===== src/sv/afsrp_pkg.sv =====
// Package for the API frame scan-report parser: framing constants, capture
// offsets and the structs passed between the parser core and its capture unit.
// No dependencies.
`default_nettype none

package afsrp_pkg;

   localparam int unsigned IDX_W    = 16;
   localparam int unsigned BYTE_W   = 8;

   localparam logic [BYTE_W-1:0] START_BYTE  = 8'h7E;
   localparam logic [BYTE_W-1:0] TYPE_AT_RSP = 8'h88;
   localparam logic [BYTE_W-1:0] CMD_FIRST   = 8'h41;
   localparam logic [BYTE_W-1:0] CMD_SECOND  = 8'h53;

   // Frame offsets: header positions and the bytes that are captured.
   localparam logic [IDX_W-1:0] OFS_HUNT    = 16'd0;
   localparam logic [IDX_W-1:0] OFS_LEN_HI  = 16'd1;
   localparam logic [IDX_W-1:0] OFS_LEN_LO  = 16'd2;
   localparam logic [IDX_W-1:0] OFS_TYPE    = 16'd3;
   localparam logic [IDX_W-1:0] OFS_CMD0    = 16'd5;
   localparam logic [IDX_W-1:0] OFS_CMD1    = 16'd6;
   localparam logic [IDX_W-1:0] OFS_CHANNEL = 16'd9;
   localparam logic [IDX_W-1:0] OFS_PAN_HI  = 16'd10;
   localparam logic [IDX_W-1:0] OFS_PAN_LO  = 16'd11;
   localparam logic [IDX_W-1:0] OFS_LQI     = 16'd22;
   localparam logic [IDX_W-1:0] OFS_RSSI    = 16'd23;

   // Bytes after the length field up to the checksum: type/data plus checksum.
   localparam logic [IDX_W:0]   END_BIAS    = 17'd3;
   localparam logic [IDX_W-1:0] END_MAX     = 16'hFFFF;

   typedef struct packed {
      logic [BYTE_W-1:0] signal_strength;
      logic [BYTE_W-1:0] link_quality;
      logic [BYTE_W-1:0] channel;
      logic [15:0]       pan_id;
   } afsrp_report_type;

   typedef struct packed {
      logic              match;
      afsrp_report_type  report;
   } afsrp_capture_type;

endpackage

`default_nettype wire


===== src/sv/api_frame_scan_report_parser_core.sv =====
// Top level of the API frame scan-report parser: offset counter, frame end
// computation and the result register. Depends on afsrp_pkg and afsrp_capture.
//
//   Channel   Direction  tdata fields (lowest bit up)                       Width
//   req_      in         rx_byte[7:0]                                       8
//   rsp_      out        pan_id[15:0] channel[7:0] link_quality[7:0]        40
//                        signal_strength[7:0]
//
// Every accepted request is processed in the cycle in which it is accepted:
// the offset counter, the capture registers and, at the last byte of a
// matching frame, the result register are all loaded at that clock edge.
// A result therefore appears in the cycle after the byte that ends its frame,
// and one request can be accepted in every cycle while the result side is not stalling.
// The result register is a single stage: requests are refused only while a
// result is held and the result side is stalling; req_tready is then low.
// Reset is synchronous and clears the counter, the captured bytes and the
// result valid flag.
`default_nettype none

module api_frame_scan_report_parser_core
   import afsrp_pkg::*;
(
   input  wire logic        clock,
   input  wire logic        reset,
   input  wire logic        req_tvalid,
   output      logic        req_tready,
   input  wire logic [7:0]  req_tdata,   // [7:0] rx_byte
   output      logic        rsp_tvalid,
   input  wire logic        rsp_tready,
   output      logic [39:0] rsp_tdata    // [15:0] pan_id, [23:16] channel,
                                         // [31:24] link_quality,
                                         // [39:32] signal_strength
);

   // Offset of the next byte in the frame; zero means hunting for the start.
   logic [IDX_W-1:0]  idx_ff, idx_in;
   // Offset of the last byte of the frame (the checksum).
   logic [IDX_W-1:0]  end_ff, end_in;
   logic [BYTE_W-1:0] len_hi_ff, len_hi_in;

   logic                   rsp_valid_ff, rsp_valid_in;
   afsrp_report_type       rsp_data_ff, rsp_data_in;

   logic                   accept;
   logic                   in_body;
   logic                   frame_done;
   logic [IDX_W:0]         end_sum;
   afsrp_capture_type      cap_next;

   // The result register may be refilled in the cycle in which it drains.
   assign req_tready = !rsp_valid_ff || rsp_tready;
   assign accept     = req_tvalid && req_tready;

   // Offsets from three onwards are the frame body, including the checksum.
   assign in_body    = (idx_ff >= OFS_TYPE);
   assign frame_done = accept && in_body && (idx_ff == end_ff);

   // Length plus three, saturated so that the counter never wraps.
   assign end_sum = {1'b0, len_hi_ff, req_tdata} + END_BIAS;

   afsrp_capture u_capture (
      .clock    (clock),
      .reset    (reset),
      .wr_en    (accept && in_body),
      .wr_index (idx_ff),
      .wr_byte  (req_tdata),
      .cap_next (cap_next)
   );

   always_comb begin
      idx_in    = idx_ff;
      end_in    = end_ff;
      len_hi_in = len_hi_ff;
      if (accept) begin
         unique case (idx_ff)
            OFS_HUNT: begin
               if (req_tdata == START_BYTE) begin
                  idx_in = OFS_LEN_HI;
               end
            end
            OFS_LEN_HI: begin
               len_hi_in = req_tdata;
               idx_in    = OFS_LEN_LO;
            end
            OFS_LEN_LO: begin
               end_in = end_sum[IDX_W] ? END_MAX : end_sum[IDX_W-1:0];
               idx_in = OFS_TYPE;
            end
            default: begin
               if (idx_ff == end_ff) begin
                  idx_in = OFS_HUNT;
               end else begin
                  idx_in = idx_ff + 16'd1;
               end
            end
         endcase
      end
   end

   always_comb begin
      rsp_valid_in = rsp_valid_ff && !rsp_tready;
      rsp_data_in  = rsp_data_ff;
      if (frame_done && cap_next.match) begin
         rsp_valid_in = 1'b1;
         rsp_data_in  = cap_next.report;
      end
   end

   always_ff @(posedge clock) begin
      if (reset) begin
         idx_ff       <= OFS_HUNT;
         end_ff       <= '0;
         len_hi_ff    <= '0;
         rsp_valid_ff <= 1'b0;
      end else begin
         idx_ff       <= idx_in;
         end_ff       <= end_in;
         len_hi_ff    <= len_hi_in;
         rsp_valid_ff <= rsp_valid_in;
      end
   end

   always_ff @(posedge clock) begin
      rsp_data_ff <= rsp_data_in;
   end

   assign rsp_tvalid = rsp_valid_ff;
   assign rsp_tdata  = rsp_data_ff;

   // Inside a frame body the counter never passes the last offset.
   assert property (@(posedge clock) disable iff (reset)
      (idx_ff >= OFS_TYPE) |-> (idx_ff <= end_ff) && (end_ff >= OFS_TYPE))
      else $error("frame offset beyond frame end");

   // The last byte of a frame always returns the parser to hunting.
   assert property (@(posedge clock) disable iff (reset)
      frame_done |=> (idx_ff == OFS_HUNT))
      else $error("parser did not return to hunting after frame end");

   // Header bytes never produce a result.
   assert property (@(posedge clock) disable iff (reset)
      (accept && !in_body) |=> (rsp_valid_ff == $past(rsp_valid_ff && !rsp_tready)))
      else $error("result produced outside a frame end");

   // A request is never accepted while a held result is stalled.
   assert property (@(posedge clock) disable iff (reset)
      (rsp_valid_ff && !rsp_tready) |-> !accept)
      else $error("request accepted while result register is blocked");

endmodule

`default_nettype wire


===== src/sv/afsrp_capture.sv =====
// Capture registers of the scan-report parser and the frame-type/command match.
// Depends on afsrp_pkg.
`default_nettype none

module afsrp_capture
   import afsrp_pkg::*;
(
   input  wire logic              clock,
   input  wire logic              reset,
   input  wire logic              wr_en,
   input  wire logic [IDX_W-1:0]  wr_index,
   input  wire logic [BYTE_W-1:0] wr_byte,
   output      afsrp_capture_type cap_next
);

   logic [BYTE_W-1:0] type_ff, type_in;
   logic [BYTE_W-1:0] cmd0_ff, cmd0_in;
   logic [BYTE_W-1:0] cmd1_ff, cmd1_in;
   logic [BYTE_W-1:0] chan_ff, chan_in;
   logic [BYTE_W-1:0] panhi_ff, panhi_in;
   logic [BYTE_W-1:0] panlo_ff, panlo_in;
   logic [BYTE_W-1:0] lqi_ff, lqi_in;
   logic [BYTE_W-1:0] rssi_ff, rssi_in;

   // Next values are also the view used by the end-of-frame check, so a
   // capture on the last byte is seen by that check.
   always_comb begin
      type_in  = type_ff;
      cmd0_in  = cmd0_ff;
      cmd1_in  = cmd1_ff;
      chan_in  = chan_ff;
      panhi_in = panhi_ff;
      panlo_in = panlo_ff;
      lqi_in   = lqi_ff;
      rssi_in  = rssi_ff;
      if (wr_en) begin
         unique case (wr_index)
            OFS_TYPE:    type_in  = wr_byte;
            OFS_CMD0:    cmd0_in  = wr_byte;
            OFS_CMD1:    cmd1_in  = wr_byte;
            OFS_CHANNEL: chan_in  = wr_byte;
            OFS_PAN_HI:  panhi_in = wr_byte;
            OFS_PAN_LO:  panlo_in = wr_byte;
            OFS_LQI:     lqi_in   = wr_byte;
            OFS_RSSI:    rssi_in  = wr_byte;
            default: begin
            end
         endcase
      end
   end

   always_ff @(posedge clock) begin
      if (reset) begin
         type_ff  <= '0;
         cmd0_ff  <= '0;
         cmd1_ff  <= '0;
         chan_ff  <= '0;
         panhi_ff <= '0;
         panlo_ff <= '0;
         lqi_ff   <= '0;
         rssi_ff  <= '0;
      end else begin
         type_ff  <= type_in;
         cmd0_ff  <= cmd0_in;
         cmd1_ff  <= cmd1_in;
         chan_ff  <= chan_in;
         panhi_ff <= panhi_in;
         panlo_ff <= panlo_in;
         lqi_ff   <= lqi_in;
         rssi_ff  <= rssi_in;
      end
   end

   assign cap_next.match = (type_in == TYPE_AT_RSP) && (cmd0_in == CMD_FIRST)
                           && (cmd1_in == CMD_SECOND);
   assign cap_next.report.pan_id          = {panhi_in, panlo_in};
   assign cap_next.report.channel         = chan_in;
   assign cap_next.report.link_quality    = lqi_in;
   assign cap_next.report.signal_strength = rssi_in;

endmodule

`default_nettype wire

===== config.mk =====
export PLATFORM = sky130hd
export DESIGN_NAME = api_frame_scan_report_parser_core
export DESIGN_NICKNAME = d
export VERILOG_FILES = /design/src/sv/afsrp_pkg.sv /design/src/sv/api_frame_scan_report_parser_core.sv /design/src/sv/afsrp_capture.sv
export SDC_FILE = /design/constraint.sdc
export NUM_CORES = 1
export LEC_CHECK = 0
export ABC_AREA = 1
export BUFFER_PORTS_ARGS = -buffer_cell sky130_fd_sc_hd__buf_2
export CORE_MARGIN = 5
export CORE_UTILIZATION = 55
export CTS_CLUSTER_DIAMETER = 40
export DETAILED_ROUTE_END_ITERATION = 6
export PLACE_DENSITY = 0.82
export SYNTH_ARGS = -nofsm -noshare
export SYNTH_HDL_FRONTEND = slang
export SYNTH_HIERARCHICAL = 1
export SYNTH_SLANG_ARGS = --single-unit
export TNS_END_PERCENT = 100

===== constraint.sdc =====
create_clock -name clock -period 6.3 [get_ports clock]
set_input_delay 0.63 -clock clock [delete_from_list [all_inputs] [get_ports clock]]
set_output_delay 0.63 -clock clock [all_outputs]
set_load 0.05 [all_outputs]

-- Yosys cells after proc, flatten, opt, wreduce, memory -nomap -nowiden
Index checks and enable logic that the tools add are counted.
- add/sub/neg operators: 2
- magnitude comparators: 1
- equality and inequality tests: 16
- multiplexer cells: 21
- reduce and logical (&&, ||, !) cells: 14
- operator list (kind ; number):
    8-bit two-way mux ; 16
    16-bit by 4-bit == test with 1-bit output (second input constant) ; 3
    16-bit two-way mux ; 3
    16-bit one-hot mux with 3 select lines ; 1
    16-bit by 2-bit == test with 1-bit output (second input constant) ; 2
    16-bit by 3-bit == test with 1-bit output (second input constant) ; 2
    16-bit by 5-bit == test with 1-bit output (second input constant) ; 2
    8-bit by 7-bit == test with 1-bit output (second input constant) ; 3
    16-bit by 2-bit adder with 17-bit output (second input constant) ; 1
    16-bit by 1-bit adder with 16-bit output (second input constant) ; 1
    16-bit by 1-bit == test with 1-bit output (second input constant) ; 1
    16-bit == test ; 1
    16-bit by 2-bit >= comparator with 1-bit output (second input constant) ; 1
    16-bit logical NOT ; 1
    8-bit == test (second input constant) ; 1
    1-bit logical AND ; 7
    2-bit AND reduction ; 3
    1-bit logical NOT ; 2
    2-bit inequality test (second input constant) ; 1
    1-bit logical OR ; 1
    1-bit two-way mux ; 1
- bits in registers: 145
- input bits: 12
- output and inout port bits: 42

-- Longest topological paths before layout
Gate-level depths: netlist (run 1).
- depth after elaboration: 10
- depth in mapped cells: 21

-- By module
The synthesis (run 1) kept the hierarchy.
- modules (own cells, without submodules) (module ; instances ; cells an instance ; area an instance (um^2) ; sequential area each (um^2)):
    api_frame_scan_report_parser_core ; 1 ; 504 ; 4199.0 ; 2021.9
    afsrp_capture ; 1 ; 429 ; 3201.8 ; 1281.2

-- Worst setup path after synthesis (run 1)
OpenSTA, ideal clock, no wires.
- path kind: input to register
- from: input rsp_tready
- to: register rsp_data_ff (netlist bit rsp_tdata[0]), enable pin
- library setup time: 0.395 ns
- data arrival time: 3.500 ns
- data required time: 5.905 ns
- slack: 2.406 ns
- stages on the path: 20
- path buffers: 0
- path through: inv_1 > nand2_1 > nand2_1 > inv_2 > nand2_1 > inv_1 > nand3_1 > nor2_2 > nand3_4 > nand2_1 > nand2_1 > nor2_1 > nand2_1 > nor2_1 > nand2_1 > nor2_1 > inv_1 > nor2_1 > nand3_1 > inv_1
- RTL lines (what ; line ; text):
    start: declaration ; api_frame_scan_report_parser_core.sv:29 ; input wire logic rsp_tready,
    end signal: assignment ; api_frame_scan_report_parser_core.sv:124 ; rsp_data_ff <= rsp_data_in;
    end: declaration ; api_frame_scan_report_parser_core.sv:42 ; afsrp_report_type rsp_data_ff, rsp_data_in;

==> results_dict.tcl, run 1 <==
set metrics [dict create \
    num_rows 42 \
    setup_viol 0 \
    async_reset_ff_frac 0 \
    overflow 0 \
    num_vias 6194 \
    antenna_found_initial 0 \
    htree_num_levels 4 \
    grt_pass1_wl_um 27700 \
    status "complete, no violations" \
    cts.sinks 145 \
    grt_start_max_net_pins 69 \
    cts.clk_slew.worst_paths_ns 0.07 \
    crit_chain "ha_1 > inv_1 > nand2_1 > nor2_1 > nand2_1 > nand2_1 > inv_1 > nand3_1 > nor2_2 > nand3_4 > nand2_1 > nand2_1 > nor2_1 > nand2_1 > nor2_1 > nand2_1 > nor2_1 > inv_1 > nor2_1 > nand3_1 > inv_1 > buf_4" \
    worstSetupStartpointType "flop" \
    grt_pass1_vias 5687 \
    yosysWarningCount 6 \
    clk_latency_ns 0.42 \
    drc 0 \
    crit_path_max_fanout 40 \
    avgSynthCellArea_um2 7.93 \
    dpl-instance-area_mm2 0.00766 \
    crit_buf_inv 5 \
    dieArea_mm2 0.0159 \
    num-nets-final 983 \
    rsz0062_at_grt "false" \
    cts_buffers 17 \
    hold_slack_ns 0.475 \
    worst_path_most_repeated_cell "nand2_1" \
    antenna_left 0 \
    stdcell_area_mm2 0.00825 \
    period_minus_slack_ns 3.66 \
    drt-pass1-iter-count 7 \
    io_buffers 53 \
    crit_slowest_cell "dfxtp_1" \
    ctsResizeCount 0 \
    cp-end-kind "flop" \
    cts_setup_buffers 0 \
    globalRouteTotalUtil 0.212 \
    diodes 0 \
    area_growth_pct 11.5 \
    power.density_mw_per_mm2 262 \
    worst_pin_slew_ns 0.820 \
    io_pins 54 \
    maxSlewHeadroom 0.453 \
    fin_skew_ns 0.00929 \
    fill_cells 1114 \
    ys_ff_latch 145 \
    timing.fmax_ghz 0.273 \
    hpwlAfterDp_um 11000 \
    synth.distinct_cells 39 \
    gp_congestion 0.914 \
    routedWlPerCell_um 14.5 \
    drt-initial-drc-count 538 \
    drive_gt1_frac 0.194 \
    die_width_um 126 \
    critical_path.top_delay_family "simple AND/OR/NAND/NOR gates" \
    cts_tree "built" \
    critPathMaxStageDelay_ns 0.57 \
    fin_crit_sh 0.581 \
    cp_data_required_time_ns 6.35 \
    setup_tns_ns 0 \
    seq_area_frac_synth 0.446 \
    start_util 0.559 \
    die_h_um 126 \
    syn_inst 933 \
    slew_violations 0 \
    register_area_mm2 0.00330 \
    syn_nets 951 \
    max_cap_viol_count 0 \
    ir_worst_vdd_mv 0.172 \
    cts_max_path_buffers 2 \
    coreArea_mm2 0.0132 \
    viasPerCell 5.37 \
    cts_root_buffer "clkbuf_16" \
    synth_edf_count 40 \
    holdBufCountCts 0 \
    cp_data_arrival_time_ns 3.71 \
    path_class "flop to flop" \
    hold_violations 0 \
    min-delay-path-class "flop to flop" \
    multi_input_area_mm2 0.00334 \
    syn_area_mm2 0.00740 \
    total_leakage_power_uw 0.00341 \
    wirelength_um 16700 \
    synth-main-ff-cell "dfxtp_1" \
]
## metal layers
metal / track usage / vias up / routed length [um] / part of all wire
li1: - / 3093 / - / -
met2: 0.334 / 262 / 7750 / 0.46
met4: 0.0719 / 0 / 304 / 0.018
met5: 0 / - / 0 / 0
met3: 0.0533 / 28 / 1230 / 0.073
met1: 0.286 / 2811 / 7420 / 0.44
## worst min-delay path, stage by stage, from the launching register on
cell	delay [ns]
dfxtp_1	0.29
nand2_1	0.07
a21oi_1	0.06
## where the power goes
part | internal (uW) | switching (uW)
Clock | 603 | 407
Sequential | 964 | 15.1
Combinational | 45.3 | 128
Total | 1610 | 550
## path summary, 6_finish.rpt
check                           slack (ns)                   end  depth (start not counted)                  from
worst max-delay path                  2.64          rsp_tdata[7]                         22             idx_ff[0]
worst min-delay path                  0.47  u_capture/type_ff[5]                          2  u_capture/type_ff[5]
worst max register to register        2.64          rsp_tdata[7]                         22             idx_ff[0]
worst min register to register        0.47  u_capture/type_ff[5]                          2  u_capture/type_ff[5]
## cell usage after synthesis, types with 12 or more instances
cell type,n,area share
nand2_1,176,0.089
o21ai_1,12,0.0081
a211oi_1,34,0.034
o21ai_0,17,0.011
inv_1,112,0.057
or2_1,31,0.026
clkbuf_1,16,0.0081
nand3_1,32,0.022
nor2_1,87,0.044
nor2_2,12,0.010
nand3_2,13,0.018
edfxtp_1,40,0.16
nand4_1,27,0.023
inv_2,20,0.010
xor2_1,12,0.014
a21oi_2,12,0.014
nand2_2,12,0.010
buf_2,13,0.0088
dfxtp_1,105,0.28
a21oi_1,75,0.051
## cell families after synthesis
logic type | count (synthesis) | share of synthesized area
xor+xnor | 14 | 0.0166
flops | 145 | 0.446
compound gates | 170 | 0.142
simple gates | 420 | 0.283
buf+inv | 178 | 0.102
fa+ha+maj | 6 | 0.0101
## flip-flops by register name, summed over array words and instances (netlist names)
signal,flops
rsp_tdata,40
u_capture/cmd0_ff,8
u_capture/cmd1_ff,8
idx_ff,16
u_capture/panhi_ff,8
rsp_tvalid,1
len_hi_ff,8
end_ff,16
u_capture/type_ff,8
u_capture/panlo_ff,8
u_capture/chan_ff,8
u_capture/lqi_ff,8
u_capture/rssi_ff,8
## cells in the final DEF (no fill, tap or decap), drive strengths merged, types with 4 or more instances in the layout
cell	count
a31oi	10
dfxtp	105
nor2	110
nor3	4
edfxtp	40
a21oi	87
nand4	27
or2	40
o21ai	31
clkinv	7
inv	138
a211oi	40
ha	6
xor2	12
nand2	190
clkbuf	19
nand3	48
buf	55
## metrics by stage
stage	total power, uW	setup WS (ns)	utilization	cells
5_1_grt	2240	2.29	0.623	1154
2_1_floorplan	1140	2.41	-	933
6_report	2160	2.64	0.623	1154
3_3_place_gp	1170	2.72	0.578	1122
3_5_place_dp	1170	2.62	0.578	1122
4_1_cts	2180	2.70	0.623	1154
## area by class of cell
class	instances	area share
Multi-Input combinational cell	610	0.405
Sequential cell	145	0.400
Inverter	136	0.0622
Clock buffer	19	0.0537
Timing Repair Buffer	55	0.0340
Tap cell	176	0.0267
Clock inverter	13	0.0183
Note: power is estimated with default switching activity, not from simulation.
==> run 2: changes to the inputs <==
==> constraint.sdc (replaced) <==
create_clock -name clock -period 3.8 [get_ports clock]
set_input_delay 0.38 -clock clock [delete_from_list [all_inputs] [get_ports clock]]
set_output_delay 0.38 -clock clock [all_outputs]
set_load 0.05 [all_outputs]
==> run 2 against run 1 <==
Net effect: register-to-register slack got worse by 2.4 ns; global-route usage fell by 0.10 points; clock skew rose by 0.0043 ns; cell count rose by 0.17%; total power rose by 73%; die area did not move; combinational power rose by 69%; hold slack got worse by 0.23 ns; sequential power rose by 65%; via count rose by 0.19%.
==> results_dict.tcl, run 2 (same netlist as run 1, synthesis figures left out) <==
set metrics [dict create \
    drc 0 \
    status "complete, no violations" \
    ctsResizeCount 0 \
    met1_usage 0.298 \
    cts.clk_slew.worst_paths_ns 0.06 \
    wirelength_um 16600 \
    layout_setup_ws_ns 0.244 \
    cts_tree "built" \
    max_cap_viol_count 0 \
    die_width_um 126 \
    num-nets-final 985 \
    whs_path_depth 2 \
    grt_busiest_layer "met2" \
    timing.fmax_ghz 0.281 \
    dieArea_mm2 0.0159 \
    num_vias 6206 \
    met2_usage 0.331 \
    io_buffers 53 \
    grt_pass1_wl_um 27400 \
    dpl-instance-area_mm2 0.00768 \
    total_power_uw 3740 \
    drt-initial-drc-count 621 \
    stdcell_area_mm2 0.00833 \
    final_cell_mix "176 x nand2_1, 112 x inv_1, 105 x dfxtp_1, 87 x nor2_1, 75 x a21oi_1" \
    ir_worst_vdd_mv 0.359 \
    fin_skew_ns 0.0136 \
    p_seq_frac 0.434 \
    start_util 0.559 \
    worst_pin_slew_ns 0.981 \
    maxSlewHeadroom 0.346 \
    routedWlPerCell_um 14.3 \
    worstSetupStartpointType "flop" \
    rsz0062_at_grt "false" \
    cp_data_arrival_time_ns 3.66 \
    clk_latency_ns 0.43 \
    hpwlAfterDp_um 11000 \
    final_core_util 0.629 \
    cts_setup_buffers 0 \
    fill_cells 1081 \
    cp_data_required_time_ns 3.91 \
    htree_num_levels 4 \
    cts_max_path_buffers 2 \
    slew_violations 0 \
    holdBufCountCts 0 \
    internal_power_uw 2800 \
    swShare 0.252 \
    gp_congestion 0.923 \
    antenna_left 0 \
    pre_cts_ws_ns 0.466 \
    min-delay-path-class "input port to flop" \
    p_clk_frac 0.488 \
    path_class "flop to flop" \
    power_switching_uw 941 \
    power.density_mw_per_mm2 449 \
    fin_crit_sh 0.936 \
    largest_reg_flops 40 \
    drt-pass1-iter-count 5 \
    globalRouteTotalUtil 0.211 \
    crit_path_max_fanout 40 \
    combPwrFrac 0.078 \
    cts_root_buffer "clkbuf_16" \
    setup_viol 0 \
    total_leakage_power_uw 0.00352 \
    grt_start_max_net_pins 83 \
    use_met3 0.0356 \
    cp-end-kind "flop" \
    setup_tns_ns 0 \
    diodes 0 \
    hold_violations 0 \
    grt_pass1_vias 5602 \
    viasPerCell 5.37 \
    period_minus_slack_ns 3.56 \
    coreArea_mm2 0.0132 \
    overflow 0 \
    area_growth_pct 12.6 \
    io_pins 54 \
    final_common_cell "nand2_1" \
    cts_buffers 17 \
    cts.sinks 145 \
    reg2reg_depth 22 \
    num_rows 42 \
    drive_gt1_frac 0.197 \
    antenna_found_initial 0 \
    die_h_um 126 \
]
## run 2: power by group through the flow
stage	combinational, uW	clock [uW]	sequential [uW]
floorplan	238	0	1650
global placement	285	0	1650
detailed placement	287	0	1650
CTS	288	1840	1620
global route	318	1910	1620
finish	292	1830	1620
## run 2: layer usage
metal / vias up / part of all wire
li1: 3101 / -
met2: 207 / 0.45
met5: - / 0
met3: 18 / 0.055
met4: 0 / 0.014
met1: 2880 / 0.48
## run 2: final cells by class
cell class	instances	area, um^2	share of cell area
Inverter	136	513	0.0616
Timing Repair Buffer	57	308	0.0369
Multi-Input combinational cell	610	3340	0.401
Clock inverter	15	221	0.0266
Clock buffer	17	425	0.0511
Tap cell	176	220	0.0264
Sequential cell	145	3300	0.397
## run 2: path summary, 6_finish.rpt
path	start	to	slack, ns
worst min-delay path	req_tdata[0]	end_ff[0]	0.25
worst min register to register	u_capture/cmd0_ff[7]	u_capture/cmd0_ff[7]	0.48
worst max register to register	idx_ff[0]	rsp_tdata[5]	0.24
worst max-delay path	idx_ff[0]	rsp_tdata[5]	0.24
## run 2: per-stage QoR
stage | hold WS, ns | std cells
3_5_place_dp | 0.466 | 1124
6_report | 0.247 | 1156
2_1_floorplan | 0.446 | 933
4_1_cts | 0.229 | 1156
5_1_grt | 0.249 | 1156
3_3_place_gp | 0.463 | 1124
## run 2: worst max-delay path: stages, from the launching register on
cell,delay (ns)
dfxtp_1,0.55
ha_1,0.28
inv_1,0.07
nand2_1,0.06
nor2_1,0.05
nand2_1,0.06
nand2_1,0.06
inv_1,0.11
nand3_1,0.18
inv_2,0.16
nand3_2,0.14
inv_2,0.17
nand2_1,0.08
o21ai_0,0.16
nand2_1,0.12
nor2_1,0.12
nand2_1,0.08
nor2_1,0.14
inv_1,0.06
nor2_1,0.09
nand3_1,0.11
inv_1,0.12
buf_12,0.22
==> run 3: changes to the inputs <==
--- a/config.mk
+++ b/config.mk
@@ -7,6 +7,7 @@
 export LEC_CHECK = 0
 export ABC_AREA = 1
 export BUFFER_PORTS_ARGS = -buffer_cell sky130_fd_sc_hd__buf_2
+export CORE_ASPECT_RATIO = 1.4
 export CORE_MARGIN = 5
 export CORE_UTILIZATION = 55
 export CTS_CLUSTER_DIAMETER = 40
==> run 3 against run 2 <==
Net effect: register-to-register slack better by 0.18 ns; routed wire length is 3.6% lower; die area up 0.21%; clock skew decreased by 0.0043 ns; sequential share of layout area is 0.28 points higher; first-iteration DRC count shrank 50%; clock power decreased by 14%; worst setup slack improved by 0.18 ns.
==> results_dict.tcl, run 3 (same netlist as run 1, synthesis figures left out) <==
set metrics [dict create \
    status "complete, no violations" \
    stdcell_area_mm2 0.00827 \
    grt_pass1_wl_um 26600 \
    grt_busiest_layer "met2" \
    num_rows 50 \
    grt_pass1_vias 5512 \
    drc 0 \
    min-delay-path-class "input port to flop" \
    dieArea_mm2 0.0159 \
    total_leakage_power_uw 0.00349 \
    maxSlewHeadroom 0.342 \
    worstSetupStartpointType "flop" \
    ctsResizeCount 0 \
    hold_slack_ns 0.274 \
    area_growth_pct 11.8 \
    crit_buf_inv 5 \
    clk_latency_ns 0.42 \
    grt_start_max_net_pins 83 \
    globalRouteTotalUtil 0.209 \
    die_h_um 147 \
    largest_reg_flops 40 \
    met2_usage 0.356 \
    cts_buffers 17 \
    hpwlAfterDp_um 11000 \
    wirelength_um 16000 \
    fin_crit_sh 0.887 \
    antenna_found_initial 0 \
    overflow 0 \
    antenna_left 0 \
    critical_path.top_delay_family "simple AND/OR/NAND/NOR gates" \
    crit_chain "ha_1 > inv_1 > nand2_1 > nor2_1 > nand2_1 > nand2_1 > inv_1 > nand3_1 > nor2_2 > nand3_4 > nand2_1 > nand2_1 > nor2_1 > nand2_1 > nor2_1 > nand2_1 > nor2_1 > inv_1 > nor2_1 > nand3_1 > inv_1 > buf_12" \
    rsz0062_at_grt "false" \
    drt-initial-drc-count 310 \
    diodes 0 \
    htree_num_levels 4 \
    cts_root_buffer "clkbuf_16" \
    worst_pin_slew_ns 0.986 \
    hold_violations 0 \
    drt-pass1-iter-count 5 \
    met1_usage 0.255 \
    io_buffers 53 \
    critPathMaxStageDelay_ns 0.55 \
    viasPerCell 5.27 \
    fin_skew_ns 0.00925 \
    period_minus_slack_ns 3.37 \
    cts.clk_slew.worst_paths_ns 0.06 \
    timing.fmax_ghz 0.297 \
    ir_worst_vdd_mv 0.289 \
    cts_tree "built" \
    io_pins 54 \
    final_cell_mix "176 x nand2_1, 112 x inv_1, 105 x dfxtp_1, 87 x nor2_1, 75 x a21oi_1" \
    path_class "flop to flop" \
    num-nets-final 987 \
    cp_data_arrival_time_ns 3.48 \
    num_vias 6140 \
    cp-end-kind "flop" \
    cts.sinks 145 \
    worst_path_most_repeated_cell "nand2_1" \
    max_cap_viol_count 0 \
    cts_setup_buffers 0 \
    setup_tns_ns 0 \
    coreArea_mm2 0.0133 \
    holdBufCountCts 0 \
    final_common_cell "nand2_1" \
    setup_viol 0 \
    cp_data_required_time_ns 3.91 \
    routedWlPerCell_um 13.7 \
    power.density_mw_per_mm2 421 \
    use_met3 0.0360 \
    crit_path_max_fanout 40 \
    cts_max_path_buffers 2 \
    drive_gt1_frac 0.199 \
    slew_violations 0 \
    crit_slowest_cell "dfxtp_1" \
    start_util 0.555 \
    dpl-instance-area_mm2 0.00771 \
    die_width_um 108 \
    gp_congestion 0.931 \
]
-- run 3: cell count changes in the layout (fill, tap and decap cells not counted), sizes merged --
cell,before,now
bufinv,4,0
inv,139,142
buf,57,59
clkinvlp,0,1
-- run 3: layout make-up --
| type | instances | area, um^2 |
|---|---|---|
| fill | 1128 | 5050 |
| multi-input combinational | 610 | 3340 |
| sequential | 145 | 3300 |
| inverter | 136 | 513 |
| clock buffer | 17 | 425 |
| timing repair buffer | 59 | 323 |
| tap | 182 | 228 |
| clock inverter | 15 | 141 |
-- run 3: worst register-to-register path: cells and delay by family, from the launching register on --
family                   cells  cell delay, ns
adder cells (fa/ha/maj)      1            0.29
buffers and inverters        5            0.59
flip-flops                   1            0.55
AND/OR/NAND/NOR             16            1.65
-- run 3: per-stage QoR --
stage	utilization	power (uW)	setup slack [ns]	cells
after floorplan	-	1890	0.00145	933
after global placement	0.578	1940	0.597	1132
after detailed placement	0.578	1940	0.498	1132
after CTS	0.621	3510	0.463	1164
after global routing	0.621	3630	0.0249	1164
final	0.621	3490	0.428	1164
-- run 3: final timing paths --
| kind | slack [ns] | cells after the start | start | end |
|---|---|---|---|---|
| max | 0.43 | 22 | idx_ff[0] | rsp_tdata[28] |
| max reg2reg | 0.43 | 22 | idx_ff[0] | rsp_tdata[28] |
| min reg2reg | 0.47 | 2 | u_capture/cmd1_ff[5] | u_capture/cmd1_ff[5] |
| min | 0.27 | 2 | req_tdata[0] | end_ff[0] |
-- run 3: report_power, final --
group / leakage [uW] / switching, uW / internal [uW]
combinational: 0.00197 / 210 / 74.7
sequential: 0.00124 / 24.3 / 1600
clock: 0.000280 / 711 / 868
total: 0.00349 / 946 / 2540
-- run 3: metal layers --
layer,up-vias,wire length (um)
met5,-,0
met4,0,628
met3,46,753
met2,198,8110
met1,2783,6480
li1,3113,-
